==> config.mk <==
export PLATFORM = sky130hd
export DESIGN_NAME = boxds_ctrl
export DESIGN_NICKNAME = d
export VERILOG_FILES = /design/src/rtl/boxds_pkg.sv /design/src/rtl/boxds_ctrl.sv
export SDC_FILE = /design/constraint.sdc
export NUM_CORES = 1
export LEC_CHECK = 0
export ABC_AREA = 1
export BUFFER_PORTS_ARGS = -buffer_cell sky130_fd_sc_hd__buf_2
export CORE_AREA = 2 2 39 41
export DETAILED_ROUTE_END_ITERATION = 8
export DIE_AREA = 0 0 41 43
export PLACE_DENSITY = 0.31
export SLEW_MARGIN = 5
export SYNTH_ARGS = -nofsm -noshare
export SYNTH_HDL_FRONTEND = slang
export SYNTH_SLANG_ARGS = --single-unit
==> constraint.sdc <==
create_clock -name clock -period 0.8 [get_ports clock]
set_input_delay 0.12 -clock clock [delete_from_list [all_inputs] [get_ports clock]]
set_output_delay 0.12 -clock clock [all_outputs]
set_load 0.01 [all_outputs]
==> src/rtl/boxds_pkg.sv <==
`timescale 1ns / 1ps
// Shared package for the box-average downscaler: sizes, register indexes,
// controller states and the command/status bundles. No dependencies.
package boxds_pkg;

   // Sizing
   localparam int MAX_WIDTH   = 4096;
   localparam int MAX_FACTOR  = 16;
   localparam int PIX_W       = 16;
   localparam int COL_W       = $clog2(MAX_WIDTH);
   localparam int WIDTH_W     = COL_W + 1;
   localparam int HEIGHT_W    = 13;
   localparam int FACTOR_W    = $clog2(MAX_FACTOR) + 1;
   localparam int SUB_W       = $clog2(MAX_FACTOR);
   localparam int RUN_W       = PIX_W + SUB_W;
   localparam int SUM_W       = RUN_W + SUB_W;
   localparam int DIVIDEND_W  = SUM_W + 2;
   localparam int DIVISOR_W   = 2 * SUB_W + 1;
   localparam int DIV_STEPS   = PIX_W;
   localparam int STEP_W      = $clog2(DIV_STEPS);
   localparam int CSR_IDX_W   = 3;
   localparam int CSR_DATA_W  = 13;

   // Configuration register indexes
   typedef enum logic [CSR_IDX_W-1:0] {
      REG_FACTOR_X     = 3'd0,
      REG_FACTOR_Y     = 3'd1,
      REG_IMAGE_WIDTH  = 3'd2,
      REG_IMAGE_HEIGHT = 3'd3,
      REG_BYTE_MODE    = 3'd4
   } csr_index_type;

   // Controller states
   typedef enum logic [1:0] {
      ST_IDLE,
      ST_ACC,
      ST_DIV,
      ST_OUT
   } ctrl_state_type;

   // Controller -> datapath
   typedef struct packed {
      logic accept;
      logic col_write;
      logic div_start;
      logic load_out;
   } dp_cmd_type;

   // Datapath -> controller
   typedef struct packed {
      logic block_end;
      logic emit;
      logic div_done;
      logic slot_free;
   } dp_status_type;

endpackage

==> src/rtl/boxds_ctrl.sv <==
`timescale 1ns / 1ps
// Controller: sequences accept, column update, divide and output load.
// Depends on boxds_pkg.
module boxds_ctrl (
   input  logic                       clock,
   input  logic                       reset,
   input  logic                       req_valid,
   output logic                       req_stall,
   input  boxds_pkg::dp_status_type   status,
   output boxds_pkg::dp_cmd_type      cmd
);
   import boxds_pkg::*;

   ctrl_state_type state_ff, state_in;

   // Next state
   always_comb begin
      state_in = state_ff;
      unique case (state_ff)
         ST_IDLE: begin
            if (req_valid && status.block_end) begin
               state_in = ST_ACC;
            end
         end
         ST_ACC: begin
            state_in = status.emit ? ST_DIV : ST_IDLE;
         end
         ST_DIV: begin
            if (status.div_done) begin
               state_in = ST_OUT;
            end
         end
         ST_OUT: begin
            if (status.slot_free) begin
               state_in = ST_IDLE;
            end
         end
      endcase
   end

   // Outputs
   always_comb begin
      cmd       = '0;
      req_stall = 1'b1;
      unique case (state_ff)
         ST_IDLE: begin
            req_stall  = 1'b0;
            cmd.accept = req_valid;
         end
         ST_ACC: begin
            cmd.col_write = !status.emit;
            cmd.div_start = status.emit;
         end
         ST_DIV: begin
            cmd = '0;
         end
         ST_OUT: begin
            cmd.load_out = status.slot_free;
         end
      endcase
   end

   always_ff @(posedge clock) begin
      if (reset) begin
         state_ff <= ST_IDLE;
      end else begin
         state_ff <= state_in;
      end
   end

endmodule

==> results.txt <==
----------------------------------------------------
[Run status]
  Status ... complete, but fails checks
  Failing checks ... negative setup slack

[STA]
  Crit path time final ... approximately 1.0 ns
  Post-route clock period utilization ... 1.27
  Slew at the pin closest to its max-slew limit ... about 0.10 ns
  Setup violations, final ... 7
  Setup repair after global routing missed its margin ... true
  Final Worst Setup Slack ... -0.219 ns
  Worst rel slew slack ... 0.933
  Final Slew Violations ... 0
  Fin Clk Skew ... approximately 0.0047 ns
  Maximum clock rate ... 981 MHz
  Hold Vio Cnt, Final ... 0

[Synthesis]
  Yosys warns ... 0
  Summed instance area of the synthesized netlist ... approximately 140 sq um
  Cells after Synth ... 24
  Number of different library cells in the post-synthesis netlist ... 9
  Per-instance average area after synthesis ... between 5 and 6 sq um
  Total nets after synthesis ... 31
  Seq/Total Area, Yosys ... 0.294
  Total of flip-flops plus latches after synthesis ... 2

[Global routing]
  Final global-route overflow total ... 0
  Total global-route track usage ... 0.0751
  First-pass GRT wire length ... roughly 790 um
  Antenna violations before repair ... 0
  Largest net degree at the start of global routing ... 6
  Number of global-route vias before repair ... ~210

[Critical path]
  Critical path class ... reg -> out
  Maximum fanout count along the critical path ... 5
  CP bufs+invs ... 2
  Cell Chain, Critical Path ... buf_6 -> nor2_4 -> buf_6
  Worst path required time ... around 0.68 ns
  Crit path max-delay cell type ... dfxtp_4
  Data arrival time of the critical path ... 0.90 ns
  Most frequent cell on the critical path ... buf_6
  Endpoint kind of the worst setup timing path ... output pin
  Kind of cell adding the most delay to the critical path ... flip-flops
  Type of origin of the critical path ... register
  Biggest cell delay along the critical path ... between 0.3 and 0.4 ns

[Final layout]
  Post-route non-filler standard cell count ... 62
  Net count, final ... between 50 and 60
  Most common cell after layout, fill and taps aside ... buf_2
  Number of inserted filler cells in the final layout ... 163
  Share of final-layout standard cells stronger than drive strength 1 ... 0.761
  Antenna diode count ... 0
  Commonest cells after routing, fill and taps aside ... buf_2 (9), buf_4 (7), nand2_1 (5)
  Finished Core Util ... 0.251
  Signed area change from the synthesized netlist to the final layout ... 155%

[Placed design]
  Estimated wirelength of the detail-placed design ... approximately 350 um
  Placed instance count ... 53
  # port buffers ... 11
  Pre-CTS setup slack ... -0.0425 ns
  Final Wtd Congestion ... ~0.67

[Job]
  Number of maximum-capacitance constraint violations ... 0

[Pwr]
  Overall power of the completed layout ... between 700 and 800 uW
  Total power divided by cell area ... approximately 2100 nW/um^2
  Worst supply voltage drop on vdd ... roughly 0.00060 V
  Pleak ... 0.000189 uW

[Detailed routing]
  Starting DRT DRC Count ... 3
  Residual antenna-violating net count after detailed routing ... 0
  Router iterations before antenna repair ... 3
  Total DRC errors in the routed layout ... 0
  Via/cell ratio ... 3.71
  Detailed-route via count ... 230
  Routed Wire Length ... 480 um
  Routed wirelength normalized by instance count ... a little under 8 um

[Die]
  Core footprint ... 1380 sq um
  Row count ... 14
  I/O pin count ... 12
  Total die area ... between 1500 and 2000 sq um
  Chip Height ... 43 um
  Die span in x ... approximately 41 um
  Starting density of the core ... 0.0986

[Clock network]
  Number of buffers inserted for hold repair after clock tree synthesis ... 0
  H-tree depth ... 1
  Clk pin slew, worst setup/hold paths ... roughly 0.03 ns
  Cell at the root of the clock tree ... clkbuf_4
  Largest buffer count on any clock path ... 2
  CTS tree ... done
  Clock sink total ... 2
  Worst skew pair latency ... approximately 0.22 ns
  Number of CTS-inserted buffers ... 3

[Worst hold path]
  Hold crit path type ... in -> reg

----------------------------------------------------
==> power by group <==
| part | switching, uW | internal (uW) |
|---|---|---|
| registers | 30.1 | 124 |
| logic | 157 | 211 |
| clock network | 57.7 | 166 |
| total | 245 | 501 |
==> stage by stage <==
step	instance area (sq um)	TNS (ns)	hold WS (ns)
6_report	348	-1.17	0.156
2_1_floorplan	136	0	0.288
3_5_place_dp	226	-0.125	0.390
5_1_grt	348	-1.52	0.167
4_1_cts	299	-0.948	0.150
3_3_place_gp	226	-0.125	0.393
==> path summary, 6_finish.rpt <==
path | start | end | slack [ns] | cells past startpoint
min | reset | register | 0.16 | 4
min reg2reg | state_ff[0]$_SDFFE_PP0P_ | register | 0.64 | 3
max reg2reg | register | register | -0.13 | 6
max | state_ff[0]$_SDFFE_PP0P_ | cmd[3] | -0.22 | 3
==> layout make-up <==
cell class | count | area (sq um) | area share
Timing Repair Buffer | 19 | 131 | 0.378
Multi-Input combinational cell | 18 | 111 | 0.320
Sequential cell | 2 | 45.0 | 0.129
Clock buffer | 3 | 22.5 | 0.0647
Tap cell | 16 | 20.0 | 0.0576
Inverter | 4 | 17.5 | 0.0504
==> metal layers <==
metal | track usage | vias up | share of wire
li1 | - | 118 | -
met4 | 0.0800 | 0 | 0
met1 | 0.0669 | 102 | 0.37
met2 | 0.103 | 10 | 0.54
met3 | 0.0471 | 0 | 0.085
met5 | 0 | - | 0
==> worst min-delay path, stage by stage <==
cell and delay, ns:
buf_2 0.07, inv_1 0.04, nand2_1 0.07, a21oi_2 0.03
==> what timing repair did <==
| item | 4_1_cts | 5_1_grt |
|---|---|---|
| setup buffers | 3 | 3 |
| gates resized for setup | 9 | 7 |
| endpoints found under the setup margin | 6 | 7 |
| pin swaps | 3 | 2 |
==> cells in the mapped netlist <==
master    count  area, sq um
a21oi_2       1         8.76
dfxtp_1       2         40.0
inv_1         2         7.51
inv_2         2         7.51
nand2_1       8         30.0
nand2_2       1         6.26
nand3_1       2         10.0
nand3b_1      1         7.51
nor2_1        5         18.8
==> kinds of logic (layout without fill, tap and decap cells) <==
logic type	count (synthesis)	count (layout)	synth area share
DFF	2	2	0.294
and+or+nand+nor	17	17	0.532
buffers and inverters	4	26	0.110
AOI/OAI and AO/OA	1	1	0.0642
No activity file was read; power rests on OpenSTA's default activity.
